`config.mk`:
```
export PLATFORM = sky130hd
export DESIGN_NAME = round_robin_task_scheduler_top
export DESIGN_NICKNAME = d
export VERILOG_FILES = /design/src/rtl/core/rrts_pkg.sv /design/src/rtl/core/rrts_slot_mem.sv /design/src/rtl/core/round_robin_task_scheduler_top.sv
export SDC_FILE = /design/constraint.sdc
export NUM_CORES = 1
export LEC_CHECK = 0
export ABC_AREA = 1
export BUFFER_PORTS_ARGS = -buffer_cell sky130_fd_sc_hd__buf_2
export CORE_AREA = 2 2 110 112
export DETAILED_ROUTE_END_ITERATION = 7
export DIE_AREA = 0 0 112 114
export GPL_TIMING_DRIVEN = 0
export PLACE_DENSITY_LB_ADDON = 0.3
export SETUP_SLACK_MARGIN = 0.5
export SKIP_LAST_GASP = 1
export SYNTH_ARGS = -nofsm -noshare
export SYNTH_HDL_FRONTEND = slang
export SYNTH_SLANG_ARGS = --single-unit
export TNS_END_PERCENT = 5
```
`constraint.sdc`:
```
create_clock -name i_clk -period 4.05 [get_ports i_clk]
set_clock_uncertainty 0.05 [all_clocks]
set_input_delay 0.2025 -clock i_clk [delete_from_list [all_inputs] [get_ports i_clk]]
set_output_delay 0.2025 -clock i_clk [all_outputs]
set_load 0.01 [all_outputs]
```
`src/rtl/core/rrts_pkg.sv`:
```
// Package for the round-robin task scheduler: sizes, codes and request types.
// Shared by rrts_slot_mem and round_robin_task_scheduler_top; depends on nothing.
package rrts_pkg;

    localparam int MAX_TASKS  = 4;
    localparam int ADDR_WIDTH = 16;
    localparam int SLOT_W     = $clog2(MAX_TASKS);
    localparam int CNT_W      = $clog2(MAX_TASKS + 1);

    localparam int ENTRY_W    = 16;
    localparam int SLOT_OUT_W = 2;
    localparam int LIVE_W     = 3;

    typedef enum logic [1:0] {
        OP_START  = 2'd0,
        OP_CREATE = 2'd1,
        OP_YIELD  = 2'd2,
        OP_TERM   = 2'd3
    } t_opcode;

    typedef enum logic [1:0] {
        RES_DONE    = 2'd0,
        RES_FULL    = 2'd1,
        RES_PHASE   = 2'd2,
        RES_NOREADY = 2'd3
    } t_res_code;

    typedef enum logic [1:0] {
        ST_DEAD    = 2'd0,
        ST_READY   = 2'd1,
        ST_RUNNING = 2'd2
    } t_slot_st;

    typedef enum logic [1:0] {
        S_IDLE,
        S_SCAN,
        S_FIN
    } t_fsm;

    typedef struct packed {
        t_opcode              opcode;
        logic [ENTRY_W-1:0]   task_entry;
    } t_req;

    typedef struct packed {
        t_res_code             status;
        logic                  running_valid;
        logic [SLOT_OUT_W-1:0] running_slot;
        logic [ENTRY_W-1:0]    running_entry;
        logic [SLOT_OUT_W-1:0] created_slot;
        logic [LIVE_W-1:0]     live_tasks;
    } t_res;

    typedef struct packed {
        logic [SLOT_W-1:0]     rd_addr;
        logic                  st_we;
        logic [SLOT_W-1:0]     st_waddr;
        t_slot_st              st_wdata;
        logic                  en_we;
        logic [SLOT_W-1:0]     en_waddr;
        logic [ADDR_WIDTH-1:0] en_wdata;
    } t_mem_ctl;

endpackage

```
`src/rtl/core/rrts_slot_mem.sv`:
```
// Slot table: status memory and entry address memory, with a registered read.
// Status entries carry reset-cleared valid bits so unwritten slots read dead. Uses rrts_pkg.
module rrts_slot_mem
    import rrts_pkg::*;
(
    input  logic                  i_clk,
    input  logic                  i_rst_n,
    input  t_mem_ctl              i_ctl,
    output t_slot_st              o_rd_st,
    output logic [ADDR_WIDTH-1:0] o_rd_entry
);

    t_slot_st              r_st_mem [MAX_TASKS];
    logic [ADDR_WIDTH-1:0] r_en_mem [MAX_TASKS];
    logic [MAX_TASKS-1:0]  r_vld;
    t_slot_st              r_rd_st;
    logic [ADDR_WIDTH-1:0] r_rd_entry;

    always_ff @(posedge i_clk) begin
        if (!i_rst_n) begin
            r_vld <= '0;
        end else if (i_ctl.st_we) begin
            r_vld[i_ctl.st_waddr] <= 1'b1;
        end
    end

    always_ff @(posedge i_clk) begin
        if (i_ctl.st_we) begin
            r_st_mem[i_ctl.st_waddr] <= i_ctl.st_wdata;
        end
        r_rd_st <= r_vld[i_ctl.rd_addr] ? r_st_mem[i_ctl.rd_addr] : ST_DEAD;
    end

    always_ff @(posedge i_clk) begin
        if (i_ctl.en_we) begin
            r_en_mem[i_ctl.en_waddr] <= i_ctl.en_wdata;
        end
        r_rd_entry <= r_en_mem[i_ctl.rd_addr];
    end

    assign o_rd_st    = r_rd_st;
    assign o_rd_entry = r_rd_entry;

endmodule

```
`src/rtl/core/round_robin_task_scheduler_top.sv`:
```
// Round-robin task scheduler top: request FSM, slot scan and result register.
// Depends on rrts_pkg and rrts_slot_mem.
//
// Usage: requests enter on i_req / i_req_valid / o_req_ready, one result per
// request leaves on o_res / o_res_valid / i_res_ready; both are valid/ready.
// A request is taken only while the scheduler is idle. Start, create, yield
// and terminate that need a slot walk read the slot table one slot per cycle
// through its single read port, pipelined, in the scan state. A request
// rejected at once goes from idle straight to the finish state, where its
// result loads once the output register is free; one with a walk passes
// through the scan state first. The scheduler is ready for the next request
// in the same cycle that o_res_valid rises.
// Reset is synchronous: all slots read dead at once through per-slot valid
// bits, no clearing pass; not started, no task running, count zero.
// When the receiver stalls, the waiting result holds in the output register;
// one more request is taken and worked, then the block waits to load it.
module round_robin_task_scheduler_top
    import rrts_pkg::*;
(
    input  logic i_clk,
    input  logic i_rst_n,
    input  logic i_req_valid,
    output logic o_req_ready,
    input  t_req i_req,
    output logic o_res_valid,
    input  logic i_res_ready,
    output t_res o_res
);

    function automatic logic [SLOT_W-1:0] slot_inc(input logic [SLOT_W-1:0] s);
        return (s == SLOT_W'(MAX_TASKS - 1)) ? '0 : s + SLOT_W'(1);
    endfunction

    t_fsm                  r_state, n_state;
    logic                  r_started, n_started;
    logic [CNT_W-1:0]      r_count, n_count;
    logic [SLOT_W-1:0]     r_next, n_next;
    logic [SLOT_W-1:0]     r_cur, n_cur;
    logic                  r_cur_valid, n_cur_valid;
    logic [ADDR_WIDTH-1:0] r_cur_entry, n_cur_entry;
    logic [ADDR_WIDTH-1:0] r_new_entry, n_new_entry;
    t_res_code             r_status, n_status;
    logic [SLOT_W-1:0]     r_created, n_created;
    logic                  r_is_create, n_is_create;
    logic [SLOT_W-1:0]     r_idx, n_idx;
    logic [CNT_W-1:0]      r_left, n_left;
    logic                  r_pend, n_pend;
    logic [SLOT_W-1:0]     r_pend_idx, n_pend_idx;
    t_res                  r_res, n_res;
    logic                  r_res_valid, n_res_valid;

    t_mem_ctl              w_ctl;
    t_slot_st              w_rd_st;
    logic [ADDR_WIDTH-1:0] w_rd_entry;
    logic                  w_acc;
    logic                  w_scan_req;
    logic                  w_issue;
    logic                  w_hit;
    logic                  w_load;

    rrts_slot_mem u_mem (
        .i_clk      (i_clk),
        .i_rst_n    (i_rst_n),
        .i_ctl      (w_ctl),
        .o_rd_st    (w_rd_st),
        .o_rd_entry (w_rd_entry)
    );

    assign w_acc   = i_req_valid && o_req_ready;
    assign w_issue = (r_left != '0);
    assign w_hit   = r_pend && (r_is_create ? (w_rd_st == ST_DEAD) : (w_rd_st == ST_READY));
    assign w_load  = (r_state == S_FIN) && (!r_res_valid || i_res_ready);

    always_comb begin
        unique case (i_req.opcode)
            OP_START:        w_scan_req = !r_started && (r_count != '0);
            OP_CREATE:       w_scan_req = (r_count < CNT_W'(MAX_TASKS));
            OP_YIELD, OP_TERM: w_scan_req = r_started;
            default:         w_scan_req = 1'b0;
        endcase
    end

    // next state
    always_comb begin
        n_state = r_state;
        unique case (r_state)
            S_IDLE: begin
                if (w_acc) begin
                    n_state = w_scan_req ? S_SCAN : S_FIN;
                end
            end
            S_SCAN: begin
                if (w_hit || !w_issue) begin
                    n_state = S_FIN;
                end
            end
            S_FIN: begin
                if (w_load) begin
                    n_state = S_IDLE;
                end
            end
            default: n_state = S_IDLE;
        endcase
    end

    // outputs and table access
    always_comb begin
        o_req_ready    = (r_state == S_IDLE);
        o_res_valid    = r_res_valid;
        o_res          = r_res;
        w_ctl.rd_addr  = r_idx;
        w_ctl.st_we    = 1'b0;
        w_ctl.st_waddr = r_cur;
        w_ctl.st_wdata = ST_DEAD;
        w_ctl.en_we    = 1'b0;
        w_ctl.en_waddr = r_pend_idx;
        w_ctl.en_wdata = r_new_entry;
        if (w_acc && r_started && r_cur_valid
            && (i_req.opcode == OP_YIELD || i_req.opcode == OP_TERM)) begin
            w_ctl.st_we    = 1'b1;
            w_ctl.st_waddr = r_cur;
            w_ctl.st_wdata = (i_req.opcode == OP_YIELD) ? ST_READY : ST_DEAD;
        end else if (r_state == S_SCAN && w_hit) begin
            w_ctl.st_we    = 1'b1;
            w_ctl.st_waddr = r_pend_idx;
            w_ctl.st_wdata = r_is_create ? ST_READY : ST_RUNNING;
            w_ctl.en_we    = r_is_create;
        end
    end

    // datapath
    always_comb begin
        n_started   = r_started;
        n_count     = r_count;
        n_next      = r_next;
        n_cur       = r_cur;
        n_cur_valid = r_cur_valid;
        n_cur_entry = r_cur_entry;
        n_new_entry = r_new_entry;
        n_status    = r_status;
        n_created   = r_created;
        n_is_create = r_is_create;
        n_idx       = r_idx;
        n_left      = r_left;
        n_pend      = 1'b0;
        n_pend_idx  = r_idx;
        n_res       = r_res;
        n_res_valid = r_res_valid;

        if (r_res_valid && i_res_ready) begin
            n_res_valid = 1'b0;
        end

        unique case (r_state)
            S_IDLE: begin
                if (w_acc) begin
                    n_status    = RES_DONE;
                    n_created   = '0;
                    n_left      = CNT_W'(MAX_TASKS);
                    n_new_entry = ADDR_WIDTH'(i_req.task_entry);
                    n_is_create = 1'b0;
                    n_idx       = r_next;
                    unique case (i_req.opcode)
                        OP_START: begin
                            if (w_scan_req) begin
                                n_started = 1'b1;
                            end else begin
                                n_status = RES_PHASE;
                            end
                        end
                        OP_CREATE: begin
                            if (w_scan_req) begin
                                n_is_create = 1'b1;
                                n_idx       = '0;
                            end else begin
                                n_status = RES_FULL;
                            end
                        end
                        OP_YIELD, OP_TERM: begin
                            if (!r_started) begin
                                n_status = RES_PHASE;
                            end else begin
                                if (r_cur_valid && i_req.opcode == OP_TERM
                                    && r_count != '0) begin
                                    n_count = r_count - CNT_W'(1);
                                end
                                n_cur_valid = 1'b0;
                            end
                        end
                        default: n_status = RES_PHASE;
                    endcase
                end
            end
            S_SCAN: begin
                if (w_issue) begin
                    n_idx  = slot_inc(r_idx);
                    n_left = r_left - CNT_W'(1);
                end
                n_pend     = w_issue;
                n_pend_idx = r_idx;
                if (w_hit) begin
                    if (r_is_create) begin
                        n_count   = r_count + CNT_W'(1);
                        n_created = r_pend_idx;
                    end else begin
                        n_cur       = r_pend_idx;
                        n_cur_valid = 1'b1;
                        n_next      = slot_inc(r_pend_idx);
                        n_cur_entry = w_rd_entry;
                    end
                end else if (!w_issue) begin
                    if (r_is_create) begin
                        n_status = RES_FULL;
                    end else begin
                        n_status    = RES_NOREADY;
                        n_cur_valid = 1'b0;
                        n_cur       = '0;
                    end
                end
            end
            S_FIN: begin
                if (w_load) begin
                    n_res_valid         = 1'b1;
                    n_res.status        = r_status;
                    n_res.running_valid = r_cur_valid;
                    n_res.running_slot  = r_cur_valid ? SLOT_OUT_W'(r_cur) : '0;
                    n_res.running_entry = r_cur_valid ? ENTRY_W'(r_cur_entry) : '0;
                    n_res.created_slot  = SLOT_OUT_W'(r_created);
                    n_res.live_tasks    = LIVE_W'(r_count);
                end
            end
            default: ;
        endcase
    end

    always_ff @(posedge i_clk) begin
        if (!i_rst_n) begin
            r_state     <= S_IDLE;
            r_started   <= 1'b0;
            r_count     <= '0;
            r_next      <= '0;
            r_cur       <= '0;
            r_cur_valid <= 1'b0;
            r_left      <= '0;
            r_pend      <= 1'b0;
            r_res_valid <= 1'b0;
        end else begin
            r_state     <= n_state;
            r_started   <= n_started;
            r_count     <= n_count;
            r_next      <= n_next;
            r_cur       <= n_cur;
            r_cur_valid <= n_cur_valid;
            r_left      <= n_left;
            r_pend      <= n_pend;
            r_res_valid <= n_res_valid;
        end
    end

    always_ff @(posedge i_clk) begin
        r_cur_entry <= n_cur_entry;
        r_new_entry <= n_new_entry;
        r_status    <= n_status;
        r_created   <= n_created;
        r_is_create <= n_is_create;
        r_idx       <= n_idx;
        r_pend_idx  <= n_pend_idx;
        r_res       <= n_res;
    end

`ifndef NO_ASSERTIONS
    a_run_needs_start: assert property (@(posedge i_clk) disable iff (!i_rst_n)
        r_cur_valid |-> r_started)
        else $error("task running before start");

    a_count_range: assert property (@(posedge i_clk) disable iff (!i_rst_n)
        r_count <= CNT_W'(MAX_TASKS))
        else $error("live count beyond table size");

    a_scan_ends: assert property (@(posedge i_clk) disable iff (!i_rst_n)
        (r_state == S_SCAN && r_left == '0) |=> (r_state == S_FIN))
        else $error("slot walk did not finish");

    a_acc_leaves_idle: assert property (@(posedge i_clk) disable iff (!i_rst_n)
        w_acc |=> (r_state != S_IDLE))
        else $error("accepted request not worked");

    a_noready_idle: assert property (@(posedge i_clk) disable iff (!i_rst_n)
        (o_res_valid && o_res.status == RES_NOREADY) |-> !o_res.running_valid)
        else $error("no-ready result reports a running task");
`endif

endmodule
```
Word level (Yosys, flattened, before mapping) --
Memory sizes are Yosys's and may differ from the RTL's. A register that Yosys moved wholly into a read port is not among the register bits. Cells that the tools add are included. W data, S select, Z words.
Word-level totals: bits in registers 87, memory bits (writable) 72, input bits 22, output and inout bits 28, word-level logic and storage cells 165, memories kept 2
Cells by class: add/subtract/negate cells 5, magnitude comparators 4, eq/ne operators 25, multiplexer cells 66, bitwise gates (word level) 2, reductions and logical operators 38
Memories:
- u_mem.r_en_mem | words 4, width 16, rd ports 1, clocked after memory_dff 1, wr ports 1, RTL line rrts_slot_mem.sv:14 | logic [ADDR_WIDTH-1:0] r_en_mem [MAX_TASKS];
- u_mem.r_st_mem | words 4, width 2, rd ports 1, clocked after memory_dff 1, wr ports 1, RTL line rrts_slot_mem.sv:13 | t_slot_st r_st_mem [MAX_TASKS];
Operator list (count):
- $mux W2 | 24
- $mux W3 | 8
- $mux W1 | 21
- $ne A2 B2 Y1 const B | 8
- $reduce_and A4 Y1 | 4
- $reduce_and A7 Y1 | 2
- $logic_and A1 B1 Y1 | 12
- $ne A2 B1 Y1 const B | 6
- $pmux W2 S2 | 3
- $pmux W2 S3 | 2
- $pmux W3 S2 | 2
- $eq A2 B2 Y1 const B | 5
- $ne A3 B3 Y1 const B | 3
- $reduce_and A3 Y1 | 3
- $eq A2 B1 Y1 const B | 3
- $logic_not A2 Y1 | 3
- $lt A2 B3 Y1 const B | 2
- $mux W6 | 1
- $reduce_and A2 Y1 | 3
- $reduce_bool A3 Y1 | 2
- $sub A3 B1 Y3 const B | 2
- $mux W5 | 1
- $add A2 B1 Y2 const B | 2
- $logic_not A1 Y1 | 4
- 12 further kinds | 14

Longest topological paths before layout --
word-level depth 11, depth in mapped cells 10, depth with buffers taken out 10

Modules after synthesis --
A second synthesis with hierarchy kept.
Unflattened totals: cells, all modules 530, area total of the unflattened synthesis 6616.3 µm²
Modules (own cells, without submodules):
- rrts_slot_mem | instances 1, cells an instance 246, area an instance 3330.7 µm², sequential area each 2602.5 µm²
- round_robin_task_scheduler_top | instances 1, cells an instance 284, area an instance 3285.7 µm², sequential area each 2312.2 µm²

Worst setup path before layout --
No wires, ideal clock.
path kind register -> register, start register r_state[1], end register r_res (netlist bit o_res[0]), enable pin, setup time 0.442 ns, arrival 2.305 ns, data required time 3.558 ns, slack 1.253 ns, cell stages (with the launch flop) 3, buffers on the path 0, period minus slack after synthesis 2.797 ns, path through dfxtp_1 inv_2 nor3_1
On the way: cells in the longest elaborated chain, start to end 3
Ends and longest elaborated chain:
- start, declared | RTL line round_robin_task_scheduler_top.sv:34 | t_fsm r_state, n_state;
- start signal, assigned | RTL line round_robin_task_scheduler_top.sv:248 | r_state <= n_state;
- $eq A2 B2 Y1 * | RTL line round_robin_task_scheduler_top.sv:72, round_robin_task_scheduler_top.sv:154
- $logic_and A1 B1 Y1 | RTL line round_robin_task_scheduler_top.sv:72 | assign w_load = (r_state == S_FIN) && (!r_res_valid || i_res_ready);
- $reduce_and A2 Y1 (no source line) *
- end signal, assigned | RTL line round_robin_task_scheduler_top.sv:268 | r_res <= n_res;
- end, declared | RTL line round_robin_task_scheduler_top.sv:49 | t_res r_res, n_res;
Mark *: on every way between the ends. The rest lies on a longest branch, timed or not. A chain may end at the register's enable or synchronous reset.

==> metrics.md <==
| Metric | Value |
|---|---|
| Mapped Area | `6520 µm²` |
| Antenna-violating nets left | `0` |
| Pins over their slew limit | `0` |
| DP Worst Slack | `1380 ps` |
| HPWL after DPL | `7770 µm` |
| Int Power | `3.25 mW` |
| WL per Instance | `16.3 µm` |
| Sw power | `1.13 mW` |
| LEAKAGE | `3.05 nW` |
| Clk root buf | `clkbuf_16` |
| Critical path class | `reg -> reg` |
| Total GRT Usage | `20.9%` |
| Vias | `4019` |
| DRC violations left | `0` |
| CTS buffer count | `17` |
| Peak supply drop | `0.403 mV` |
| Pwr dens | `565 nW/µm²` |
| MaxCap Viol Count | `0` |
| Final period util | `67.0%` |
| RSZ-0062 raised after global routing | `no` |
| CTS max path bufs | `2` |
| Share of cells above drive strength 1 | `17.4%` |
| Ports | `50` |
| CORE AREA | `11700 µm²` |
| Area Growth Syn to Fin | `18.8%` |
| Hold Violations, Final | `0` |
| Hold_buf cts | `16` |
| H-tree depth | `4` |
| Final setup vio count | `0` |
| TNS Setup | `0 ps` |
| IO buf count | `49` |
| Max-slew headroom | `29.4%` |
| Sequential power share | `50.7%` |
| Power share of the combinational group | `12.0%` |
| # diodes | `0` |
| Crit path launch type | `flip-flop` |
| Row Count | `40` |
| Die Wd | `112 µm` |
| Antenna violations before repair | `0` |
| WL final | `12500 µm` |
| Global-route wire length before repair | `20000 µm` |
| Die Y-Extent | `114 µm` |
| Hold slack | `30.3 ps` |
| Sw Ratio | `25.8%` |
| Initial Util | `55.7%` |
| Final Wtd Congestion | `0.880` |
| Critical Path RT | `4150 ps` |
| Min Tclk post-route | `2720 ps` |
| CTS tree | `done` |
| Yosys reg bits | `177` |
| Register area share after synthesis | `75.4%` |
| Fin util | `66.1%` |
| Critical path endpoint category | `flip-flop` |
| Critical path peak fanout | `19` |
| Final net count | `633` |
| Arrival @ worst endpoint | `2810 ps` |
| Hold Crit Class | `in -> reg` |
| Clock network power share | `37.3%` |
| Worst slew pin tran | `1060 ps` |
| Worst-path clk slew | `70 ps` |
| Status | `complete, no violations` |
| Clock Latency Late Sink | `430 ps` |
| Max frequency | `368 MHz` |
| Vias per cell | `5.27` |
| Synth warn | `0` |
| Syn_nets | `547` |
| Min setup slack post-route | `1330 ps` |
| Clock sinks | `177` |
| Synth cell types | `30` |
| Post-CTS resize count | `0` |
| Syn Inst Count | `517` |
| Largest net degree at the start of global routing | `20` |
| Die area | `12800 µm²` |
| # Post-CTS Setup Buffers | `0` |
| Total global routing overflow | `0` |
| Syn_area_per_cell | `12.6 µm²` |
| Number of global-route vias before repair | `4018` |
| DR pass1 iterations | `5` |
| Drt initial violations | `334` |
cell families after synthesis:
group                      after synthesis  share of synthesized area (%)
and+or+nand+nor                        166                           11.1
DFF                                    177                           75.4
AOI/OAI and AO/OA                       85                           7.03
xor gates and xnor gates                 1                          0.134
buffers and inverters                   80                           4.68
adders and majority gates                8                           1.65
cell type report:
| type | instances | area, µm² |
|---|---|---|
| fill | 812 | 3970 |
| sequential | 177 | 4910 |
| tap | 147 | 184 |
| clock buffer | 19 | 443 |
| buffer | 16 | 65.1 |
| clock inverter | 13 | 154 |
| inverter | 64 | 240 |
| timing repair buffer | 67 | 432 |
| multi-input combinational | 260 | 1310 |
synth_stat cells:
cell type / count / area [µm²]
edfxtp_1: 137 / 4110
nand2_1: 67 / 251
nor2_1: 65 / 244
inv_1: 61 / 229
o21ai_0: 47 / 235
dfxtp_1: 40 / 801
o22ai_1: 18 / 113
a21oi_1: 15 / 75.1
nand3_1: 11 / 55.1
clkbuf_1: 10 / 37.5
ha_1: 7 / 87.6
nand4_1: 6 / 37.5
nand2_2: 5 / 31.3
buf_2: 3 / 15.0
inv_2: 3 / 11.3
nor2_4: 3 / 33.8
nor3_1: 3 / 15.0
a31oi_1: 2 / 12.5
buf_1: 2 / 7.51
nor2_2: 2 / 12.5
clkbuf_2: 1 / 5.00
fa_1: 1 / 20.0
nand2_4: 1 / 11.3
nand3_4: 1 / 17.5
nor3b_1: 1 / 7.51
o211ai_1: 1 / 7.51
o21a_1: 1 / 7.51
o31ai_1: 1 / 7.51
or2_2: 1 / 6.26
xnor2_1: 1 / 8.76
per-stage QoR:
stage               std cells  power, mW  cell area [µm²]
finish                    763       4.37             7740
global route              763       4.54             7740
CTS                       763       4.39             7740
detailed placement        715       2.75             6990
global placement          713       2.72             6950
floorplan                 517       2.56             6520
critical path, stage by stage (launching register included):
cell	delay (ps)
dfxtp_1	360
inv_1	170
nand2_1	130
nor2_2	810
nand4_1	320
o21ai_0	590
final timing paths:
path / cells after the start / to / startpoint / slack (ps)
worst max-delay path: 5 / u_mem.r_st_mem[0][0]$_DFFE_PP_ / r_state[0]$_SDFFE_PN0P_ / 1330
worst min-delay path: 3 / r_state[0]$_SDFFE_PN0P_ / i_rst_n / 30
worst max register to register: 5 / u_mem.r_st_mem[0][0]$_DFFE_PP_ / r_state[0]$_SDFFE_PN0P_ / 1330
worst min register to register: 0 / r_cur_entry[3]$_DFFE_PP_ / u_mem.o_rd_entry[3]$_DFF_P_ / 350
state kept, by name, summed over array words and instances (netlist names), 3 cells and up:
signal / cells
u_mem.r_en_mem: 64
o_res: 26
r_cur_entry: 16
r_new_entry: 16
u_mem.o_rd_entry: 16
u_mem.r_st_mem: 8
u_mem.r_vld: 4
r_count: 3
r_left: 3
power by group through the flow:
stage	registers [mW]	clock network [mW]	logic, mW
floorplan	2.25	0	0.305
global placement	2.25	0	0.475
detailed placement	2.25	0	0.498
CTS	2.22	1.65	0.521
global route	2.23	1.73	0.583
finish	2.22	1.63	0.523
per-layer routing:
metal	vias up	GRT usage, %	part of all wire [%]
met4	0	9.59	2.1
li1	1945	-	-
met5	-	0	0
met3	23	6.32	6.1
met1	1913	25.8	43
met2	138	34.4	49
placed cells by master (no fill, tap or decap), types with 3 or more instances in the layout:
master | Yosys | final
edfxtp_1 | 137 | 137
nand2_1 | 67 | 67
inv_1 | 61 | 61
nor2_1 | 65 | 61
buf_2 | 3 | 52
o21ai_0 | 47 | 47
dfxtp_1 | 40 | 40
o22ai_1 | 18 | 18
clkbuf_16 | 0 | 17
dlygate4sd3_1 | 0 | 16
a21oi_1 | 15 | 15
clkbuf_1 | 10 | 11
nand3_1 | 11 | 11
ha_1 | 7 | 7
nor2_2 | 2 | 6
nand4_1 | 6 | 6
nand2_2 | 5 | 5
inv_2 | 3 | 3
nor2_4 | 3 | 3
inv_8 | 0 | 3
Power figures use the tool's default switching activity.
